==> src/rtl/core/lpmd_pkg.sv <==
// ----------------------------------------------------------------------------
// Deframer package
// Transaction types, internal stage types and the parser phase encoding.
// ----------------------------------------------------------------------------
package lpmd_pkg;

   typedef struct packed {
      logic [7:0] data_byte;
      logic       end_of_packet;
   } req_type;

   typedef struct packed {
      logic [7:0] message_type;
      logic [7:0] payload_byte;
      logic       has_data;
      logic       end_of_message;
      logic       truncated;
   } rsp_type;

   typedef struct packed {
      logic    valid;
      req_type item;
   } stage_type;

   typedef struct packed {
      logic    emit;
      rsp_type item;
   } result_type;

   typedef enum logic [1:0] {
      PH_LEN_LO,
      PH_LEN_HI,
      PH_TYPE,
      PH_DATA
   } phase_type;

endpackage

==> src/rtl/core/lpmd_in_reg.sv <==
// ----------------------------------------------------------------------------
// Deframer input register
// Holds one accepted request transaction until the parser takes it.
// ----------------------------------------------------------------------------
module lpmd_in_reg (
   input  logic               clock,
   input  logic               reset,
   input  logic               req_valid,
   output logic               req_ready,
   input  lpmd_pkg::req_type  req_data,
   input  logic               take,
   output lpmd_pkg::stage_type stage
);

   logic              valid_ff;
   logic              valid_in;
   lpmd_pkg::req_type data_ff;
   lpmd_pkg::req_type data_in;

   assign req_ready = !valid_ff || take;

   always_comb begin
      valid_in = req_ready ? req_valid : valid_ff;
      data_in  = (req_valid && req_ready) ? req_data : data_ff;
   end

   always_ff @(posedge clock) begin
      if (reset) begin
         valid_ff <= 1'b0;
      end else begin
         valid_ff <= valid_in;
      end
      data_ff <= data_in;
   end

   assign stage.valid = valid_ff;
   assign stage.item  = data_ff;

endmodule

==> src/rtl/core/lpmd_parser.sv <==
// ----------------------------------------------------------------------------
// Deframer parser
// Walks the length header, type byte and payload of each message, one byte
// per cycle while out_free is high, and forms at most one result per byte.
// ----------------------------------------------------------------------------
module lpmd_parser (
   input  logic                 clock,
   input  logic                 reset,
   input  lpmd_pkg::stage_type  stage,
   input  logic                 out_free,
   output logic                 take,
   output lpmd_pkg::result_type result
);

   lpmd_pkg::phase_type phase_ff;
   lpmd_pkg::phase_type phase_in;
   logic [7:0]          length_low_ff;
   logic [7:0]          length_low_in;
   logic [15:0]         bytes_remaining_ff;
   logic [15:0]         bytes_remaining_in;
   logic [7:0]          current_type_ff;
   logic [7:0]          current_type_in;
   logic [15:0]         bytes_dec;
   logic [15:0]         header_len;
   logic                dec_zero;
   logic [7:0]          byte_value;
   logic                eop;

   assign take       = stage.valid && out_free;
   assign byte_value = stage.item.data_byte;
   assign eop        = stage.item.end_of_packet;
   assign bytes_dec  = bytes_remaining_ff - 16'd1;
   assign dec_zero   = (bytes_dec == 16'd0);
   assign header_len = {byte_value, length_low_ff};

   always_comb begin
      phase_in           = phase_ff;
      length_low_in      = length_low_ff;
      bytes_remaining_in = bytes_remaining_ff;
      current_type_in    = current_type_ff;
      if (take) begin
         case (phase_ff)
            lpmd_pkg::PH_LEN_LO: begin
               length_low_in = byte_value;
               phase_in      = lpmd_pkg::PH_LEN_HI;
            end
            lpmd_pkg::PH_LEN_HI: begin
               bytes_remaining_in = header_len;
               phase_in = (header_len == 16'd0) ? lpmd_pkg::PH_LEN_LO : lpmd_pkg::PH_TYPE;
            end
            lpmd_pkg::PH_TYPE: begin
               current_type_in    = byte_value;
               bytes_remaining_in = bytes_dec;
               phase_in = dec_zero ? lpmd_pkg::PH_LEN_LO : lpmd_pkg::PH_DATA;
            end
            lpmd_pkg::PH_DATA: begin
               bytes_remaining_in = bytes_dec;
               if (dec_zero) begin
                  phase_in = lpmd_pkg::PH_LEN_LO;
               end
            end
            default: begin
               phase_in = lpmd_pkg::PH_LEN_LO;
            end
         endcase
         if (eop) begin
            phase_in = lpmd_pkg::PH_LEN_LO;
         end
      end
   end

   always_comb begin
      result.emit                = 1'b0;
      result.item.message_type   = current_type_ff;
      result.item.payload_byte   = 8'd0;
      result.item.has_data       = 1'b0;
      result.item.end_of_message = 1'b0;
      result.item.truncated      = 1'b0;
      case (phase_ff)
         lpmd_pkg::PH_TYPE: begin
            result.emit                = dec_zero || eop;
            result.item.message_type   = byte_value;
            result.item.end_of_message = 1'b1;
            result.item.truncated      = !dec_zero;
         end
         lpmd_pkg::PH_DATA: begin
            result.emit                = 1'b1;
            result.item.payload_byte   = byte_value;
            result.item.has_data       = 1'b1;
            result.item.end_of_message = dec_zero || eop;
            result.item.truncated      = eop && !dec_zero;
         end
         default: begin
            result.emit = 1'b0;
         end
      endcase
   end

   always_ff @(posedge clock) begin
      if (reset) begin
         phase_ff           <= lpmd_pkg::PH_LEN_LO;
         length_low_ff      <= 8'd0;
         bytes_remaining_ff <= 16'd0;
         current_type_ff    <= 8'd0;
      end else begin
         phase_ff           <= phase_in;
         length_low_ff      <= length_low_in;
         bytes_remaining_ff <= bytes_remaining_in;
         current_type_ff    <= current_type_in;
      end
   end

endmodule

==> src/rtl/core/lpmd_out_reg.sv <==
// ----------------------------------------------------------------------------
// Deframer result register
// Holds one result transaction until the downstream side accepts it.
// ----------------------------------------------------------------------------
module lpmd_out_reg (
   input  logic                 clock,
   input  logic                 reset,
   input  logic                 take,
   input  lpmd_pkg::result_type result,
   output logic                 out_free,
   output logic                 rsp_valid,
   input  logic                 rsp_ready,
   output lpmd_pkg::rsp_type    rsp_data
);

   logic              valid_ff;
   logic              valid_in;
   lpmd_pkg::rsp_type data_ff;
   lpmd_pkg::rsp_type data_in;

   assign out_free = !valid_ff || rsp_ready;

   always_comb begin
      if (take) begin
         valid_in = result.emit;
      end else if (rsp_ready) begin
         valid_in = 1'b0;
      end else begin
         valid_in = valid_ff;
      end
      data_in = (take && result.emit) ? result.item : data_ff;
   end

   always_ff @(posedge clock) begin
      if (reset) begin
         valid_ff <= 1'b0;
      end else begin
         valid_ff <= valid_in;
      end
      data_ff <= data_in;
   end

   assign rsp_valid = valid_ff;
   assign rsp_data  = data_ff;

endmodule

==> src/rtl/core/length_prefixed_message_deframer_top.sv <==
// The deframer takes one datagram byte per cycle and returns payload bytes
// tagged with their message type. It keeps that rate of one byte per cycle
// for as long as the result side keeps taking results. A byte's result
// reaches the result port through the input register and the result
// register: the byte waits in the input register, and the parser writes
// its result into the result register. A result that the receiver has not
// taken holds the parser and, through it, the input register.
// ----------------------------------------------------------------------------
// Length-prefixed message deframer
// Splits datagrams into messages with a 16-bit little-endian length header
// and a type byte, and tags each payload byte with its message type.
// ----------------------------------------------------------------------------
module length_prefixed_message_deframer_top (
   input  logic              clock,
   input  logic              reset,
   input  logic              req_valid,
   output logic              req_ready,
   input  lpmd_pkg::req_type req_data,
   output logic              rsp_valid,
   input  logic              rsp_ready,
   output lpmd_pkg::rsp_type rsp_data
);

   lpmd_pkg::stage_type  stage;
   lpmd_pkg::result_type result;
   logic                 take;
   logic                 out_free;

   lpmd_in_reg u_in_reg (
      .clock     (clock),
      .reset     (reset),
      .req_valid (req_valid),
      .req_ready (req_ready),
      .req_data  (req_data),
      .take      (take),
      .stage     (stage)
   );

   lpmd_parser u_parser (
      .clock    (clock),
      .reset    (reset),
      .stage    (stage),
      .out_free (out_free),
      .take     (take),
      .result   (result)
   );

   lpmd_out_reg u_out_reg (
      .clock     (clock),
      .reset     (reset),
      .take      (take),
      .result    (result),
      .out_free  (out_free),
      .rsp_valid (rsp_valid),
      .rsp_ready (rsp_ready),
      .rsp_data  (rsp_data)
   );

endmodule

==> config.mk <==
export PLATFORM = sky130hd
export DESIGN_NAME = length_prefixed_message_deframer_top
export DESIGN_NICKNAME = d
export VERILOG_FILES = /design/src/rtl/core/lpmd_pkg.sv /design/src/rtl/core/lpmd_in_reg.sv /design/src/rtl/core/lpmd_parser.sv /design/src/rtl/core/lpmd_out_reg.sv /design/src/rtl/core/length_prefixed_message_deframer_top.sv
export SDC_FILE = /design/constraint.sdc
export NUM_CORES = 1
export LEC_CHECK = 0
export BUFFER_PORTS_ARGS = -buffer_cell sky130_fd_sc_hd__buf_2
export CAP_MARGIN = 10
export CELL_PAD_IN_SITES_DETAIL_PLACEMENT = 0
export CELL_PAD_IN_SITES_GLOBAL_PLACEMENT = 2
export CORE_UTILIZATION = 39
export DETAILED_ROUTE_END_ITERATION = 10
export GPL_TIMING_DRIVEN = 0
export PLACE_DENSITY = 0.8
export RECOVER_POWER = 25
export SYNTH_ARGS = -nofsm -noshare
export SYNTH_HDL_FRONTEND = slang
export SYNTH_SLANG_ARGS = --single-unit
export TNS_END_PERCENT = 1
==> constraint.sdc <==
create_clock -name clock -period 7.49 [get_ports clock]
set_clock_uncertainty 0.2 [all_clocks]
set_input_delay 0.3745 -clock clock [delete_from_list [all_inputs] [get_ports clock]]
set_output_delay 0.3745 -clock clock [all_outputs]
set_load 0.01 [all_outputs]
After elaboration in Yosys (flattened, before gate mapping)
Index checks and enable logic that the tools add are counted.
Widths: inputs -> output; s select.
{"block": "classes", "div": 0, "mul": 0, "n_eq_ne": 4, "addsub": 1, "n_mux": 12, "magnitude_cmp": 0, "n_shift": 0, "reduce_logical": 19, "bitwise_logic": 0}
{"operator": "$logic_not 16->1", "n": 2}
{"operator": "$pmux 16 s2", "n": 1}
{"operator": "$sub 16x1->16 const B", "n": 1}
{"operator": "$mux 2", "n": 4}
{"operator": "$mux 8", "n": 1}
{"operator": "$pmux 2 s4", "n": 1}
{"operator": "$reduce_and 2->1", "n": 3}
{"operator": "$eq 2x2->1 const B", "n": 2}
{"operator": "$logic_and 1x1->1", "n": 4}
{"operator": "$pmux 2 s2", "n": 1}
{"operator": "$reduce_bool 2->1", "n": 2}
{"operator": "$logic_not 1->1", "n": 3}
{"operator": "$logic_or 1x1->1", "n": 3}
{"operator": "$mux 1", "n": 3}
{"operator": "$ne 3x2->1 const B", "n": 1}
{"operator": "$eq 2x1->1 const B", "n": 1}
{"operator": "$logic_not 2->1", "n": 1}
{"operator": "$pmux 1 s2", "n": 1}
{"operator": "$reduce_or 2->1", "n": 1}
{"block": "word_totals", "romBits": 0, "out_inout_bits": 21, "latch_bits": 0, "regBits": 64, "memories": 0, "ramBits": 0}

Depth between registers and ports, before layout
{"block": "logic_depth", "word_depth": 5, "depth_mapped": 7, "depth_no_buf": 7}

By module
Synthesis repeated with hierarchy kept, for this count alone.
{"block": "hier_totals", "hier_cells": 311, "hier_area_um2": 3130.5}
{"module": "lpmd_parser", "area_each_um2": 2167.1, "cells_each": 272, "instances": 1, "seq_area_each_um2": 680.7}
{"module": "lpmd_out_reg", "area_each_um2": 630.6, "cells_each": 24, "instances": 1, "seq_area_each_um2": 590.6}
{"module": "lpmd_in_reg", "area_each_um2": 332.8, "cells_each": 15, "instances": 1, "seq_area_each_um2": 290.3}

Worst setup path before layout
No wires, ideal clock.
{"block": "synth_timing", "path_kind": "flip-flop to flip-flop", "start": "reg u_parser.bytes_remaining_ff[0]", "end": "reg u_out_reg.data_ff (netlist bit u_out_reg.rsp_data[0]) (enable)", "stages_incl_launch_ff": 8, "synth_period_minus_slack_ps": 2723, "path_buffers": 0, "arrival_time_ps": 2145, "path_slack_ps": 4767, "cell_sequence": "dfxtp_1 -> inv_1 -> ha_1 -> nor3b_2 -> xnor2_1 -> a31oi_1 -> nor4_4 -> o31a_1"}
{"block": "synth_via", "elab_chain_cells": 5}
{"element": "start: declaration", "line": "lpmd_parser.sv:19", "rtl": "logic [15:0] bytes_remaining_ff;"}
{"element": "start signal: assignment", "line": "lpmd_parser.sv:108", "rtl": "bytes_remaining_ff <= bytes_remaining_in;"}
{"element": "$sub 16x1->16", "line": "lpmd_parser.sv:32", "rtl": "assign bytes_dec = bytes_remaining_ff - 16'd1;"}
{"element": "$logic_not 16->1", "line": "lpmd_parser.sv:33", "rtl": "assign dec_zero = (bytes_dec == 16'd0);"}
{"element": "$logic_or 1x1->1", "line": "lpmd_parser.sv:81", "rtl": "result.emit = dec_zero || eop;"}
{"element": "$pmux 1 s2", "line": "lpmd_parser.sv:79", "rtl": "case (phase_ff)"}
{"element": "$logic_and 1x1->1", "line": "lpmd_out_reg.sv:31", "rtl": "data_in = (take && result.emit) ? result.item : data_ff;"}
{"element": "end signal: assignment", "line": "lpmd_out_reg.sv:40", "rtl": "data_ff <= data_in;"}
{"element": "end: declaration", "line": "lpmd_out_reg.sv:18", "rtl": "lpmd_pkg::rsp_type data_ff;"}
Every way passes these cells.
A chain may end at the register's enable or synchronous reset.

Worst setup path in the final report
{"block": "layout_timing", "start": "reg u_parser.bytes_remaining_ff[0]", "end": "reg u_out_reg.data_ff (netlist bit u_out_reg.rsp_data[9]) (enable)"}
The elaborated chain is that of the path after synthesis.

==> metrics.cfg <==
[logic_synthesis]
synth-seq-area-share=0.5098
synthArstFlopShare=0
synth_seq_cells=64
synth.avg_cell_area_um2=9.396
synth_cell_types=52
synthesis.area_um2=3063
syn_inst=326
ys.flop_type=dfxtp_1
ys_top_cells_by_area=edfxtp_1, dfxtp_1, a21oi_1
yosysTopAreaCell=edfxtp_1
synth_common_cells=dfxtp_1, nor2_1, nand2_1, edfxtp_1, a21oi_1
ys.warnings.count=0
synth_edf_count=28
synth_top_area_share=0.2745
synth_nets=341

[sta]
slew_headroom=0.4096
tns_ns=0
rsz0062_at_grt=no
worstMarginPinSlew_ns=0.8789
hold_violations=0
fmax_mhz=296.8
fin_crit_ns=3.370
period_share=0.4499
finalMaxSlewViolations=0
setup_violations=0

[outcome]
status=completed

[drt]
wl_per_cell_um=17.73
drc=0
via_per_inst=5.485
drt_iter0_drc=192
dr_total_vias=2644
finalWirelength_mm=8.546
postRouteAntennaNets=0
dr.pass1.iters=6

[critical_path]
setup.worst_path.start=u_parser.bytes_remaining_ff[0]
cp.arrival_ns=3.13
slowest_delay_ns=0.76
cp_num_buf_inv=1
critical_path_class=reg2reg
cp_max_fo=19
cp-end-kind=register
start_kind=register
crit_chain=inv_1 -> ha_1 -> nor3b_2 -> xnor2_1 -> a31oi_1 -> nor4_4 -> o31a_1
regToRegEndpoint=u_out_reg.rsp_data[9]
r2r_slack_ns=4.12
r2r_start=u_parser.bytes_remaining_ff[0]
cp.depth=7
cp_top_family=compound AO/OA/AOI/OAI gates
crit_slowest_cell=o31a_1
required_ns=7.25
r2r_cells=7

[hold_path]
min_to=u_in_reg.valid_ff
hold_start=req_valid
min_path_type=in2reg
whs_path_depth=3

[clock_network]
cts_max_level=3
clkLatencyLatePin_ns=0.34
cts_buffer_depth=2
cts_tree=yes
clkTransAtPathRegs_ns=0.07
cts-root-buf=clkbuf_8
cts_buffers=9
cts_sinks=64

[layout]
drive_gt1_frac=0.1279
area_delta_synth_final_pct=16.87
antennaDiodeCount=0
final_net_count=393

[pwr]
p_leak_nw=1.286
power.density_nw_per_um2=195.1
power.total_uw=698.2
ir_drop_uv=145.3

[global_route]
grt_max_degree=20
track_usage=0.2180
first_global_vias=2520
grt_pass1_wl_mm=13.54
antenna_found_initial=0
gr-total-overflow=0

[floorplanning]
dieArea_um2=8212
die_w_um=90.62
start_util=0.4134
coreArea_um2=7408
ioPinCount=34
num_rows=31
die_y_um=90.62

[placement]
io_buffers=32
dp_hpwl_mm=5.815
place_congestion=0.8244

[run]
cap_violations=0

## worst max path at each step
| stage | endpoint | slack (ns) |
|---|---|---|
| after floorplan | u_out_reg.rsp_data[0] | 4.77 |
| after global placement | u_out_reg.rsp_data[16] | 4.15 |
| after detailed placement | u_out_reg.rsp_data[3] | 4.09 |
| after CTS | u_out_reg.rsp_data[3] | 4.08 |
| after global routing | u_out_reg.rsp_data[9] | 3.90 |
| final | u_out_reg.rsp_data[9] | 4.12 |
## power by group
| part | internal [mW] | switching, mW | total (mW) | leakage [nW] |
|---|---|---|---|---|
| registers | 0.373 | 0.0106 | 0.384 | 0.533 |
| logic | 0.0236 | 0.0343 | 0.0580 | 0.673 |
| clock network | 0.118 | 0.138 | 0.256 | 0.0797 |
## flip-flops by register name, indices dropped and copies added, names as in the netlist
signal / flops
u_parser.current_type_ff: 8
u_parser.length_low_ff: 8
u_out_reg.rsp_valid: 1
u_parser.phase_ff: 2
u_out_reg.rsp_data: 19
u_in_reg.stage: 9
u_in_reg.valid_ff: 1
u_parser.bytes_remaining_ff: 16
## cell type report
| cell class | count | area (µm²) |
|---|---|---|
| Clock buffer | 10 | 127.6 |
| Timing Repair Buffer | 41 | 227.7 |
| Buffer | 23 | 97.59 |
| Inverter | 10 | 37.54 |
| Sequential cell | 64 | 1562 |
| Fill cell | 725 | 3829 |
| Multi-Input combinational cell | 229 | 1366 |
| Clock inverter | 6 | 37.54 |
| Tap cell | 99 | 123.9 |
## cells in the final DEF (no fill, tap or decap), types with 3 or more instances in the layout
cell type,instances
nor3_1,12
a22oi_1,3
and3_1,11
o22ai_1,6
buf_2,17
o32ai_1,3
nand3b_1,3
nand2b_1,4
dlygate4sd3_1,9
inv_1,10
nor2b_1,5
nor2_1,36
nor4_1,7
dfxtp_1,36
o21ai_0,13
clkbuf_1,37
nand2_1,30
a21o_1,4
and2_1,3
a21oi_1,27
a211oi_1,3
o21a_1,3
nand4_1,3
a31oi_1,5
nand3_1,10
mux2_2,9
edfxtp_1,28
clkbuf_8,9
## stage by stage
step / instance area (µm²) / hold slack [ns] / setup slack, ns / cells / util
2_1_floorplan: 3063 / 0.2444 / 4.767 / 326 / -
3_3_place_gp: 3347 / 0.2593 / 4.152 / 457 / 0.4518
3_5_place_dp: 3347 / 0.2723 / 4.089 / 457 / 0.4518
4_1_cts: 3582 / 0.001357 / 4.076 / 480 / 0.4835
5_1_grt: 3580 / 0.07139 / 3.901 / 482 / 0.4832
6_report: 3580 / 0.06053 / 4.120 / 482 / 0.4832
## layer usage
| layer | wire length, µm | track usage | up-vias |
|---|---|---|---|
| li1 | - | - | 1289 |
| met1 | 4131 | 0.3074 | 1261 |
| met2 | 3774 | 0.3302 | 80 |
| met3 | 440 | 0.04377 | 14 |
| met4 | 198 | 0.07796 | 0 |
| met5 | 0 | 0 | - |
## tightest hold or removal path, cell delays in order
cell and delay, ns:
buf_2 0.08, a21oi_1 0.03, nor2_1 0.07
## timing repair
| item | 4_1_cts | 5_1_grt |
|---|---|---|
| resized for setup | 0 | 0 |
| setup buffers | 0 | 0 |
| endpoints found under the hold margin | 7 | 2 |
| setup endpoints to repair | 0 | 0 |
| hold buffers | 7 | 2 |
## cells by family (layout without fill, tap and decap cells)
kind of cell / after synthesis / after routing / synth area share
buffers and inverters: 33 / 90 / 0.04411
AND/OR/NAND/NOR: 138 / 138 / 0.2365
multiplexers: 10 / 10 / 0.03636
AO/OA/AOI/OAI: 77 / 77 / 0.1593
adder cells (fa/ha/maj): 2 / 2 / 0.008169
XOR/XNOR: 2 / 2 / 0.005720
flip-flops: 64 / 64 / 0.5098
Note: power is estimated with default switching activity, not from simulation.
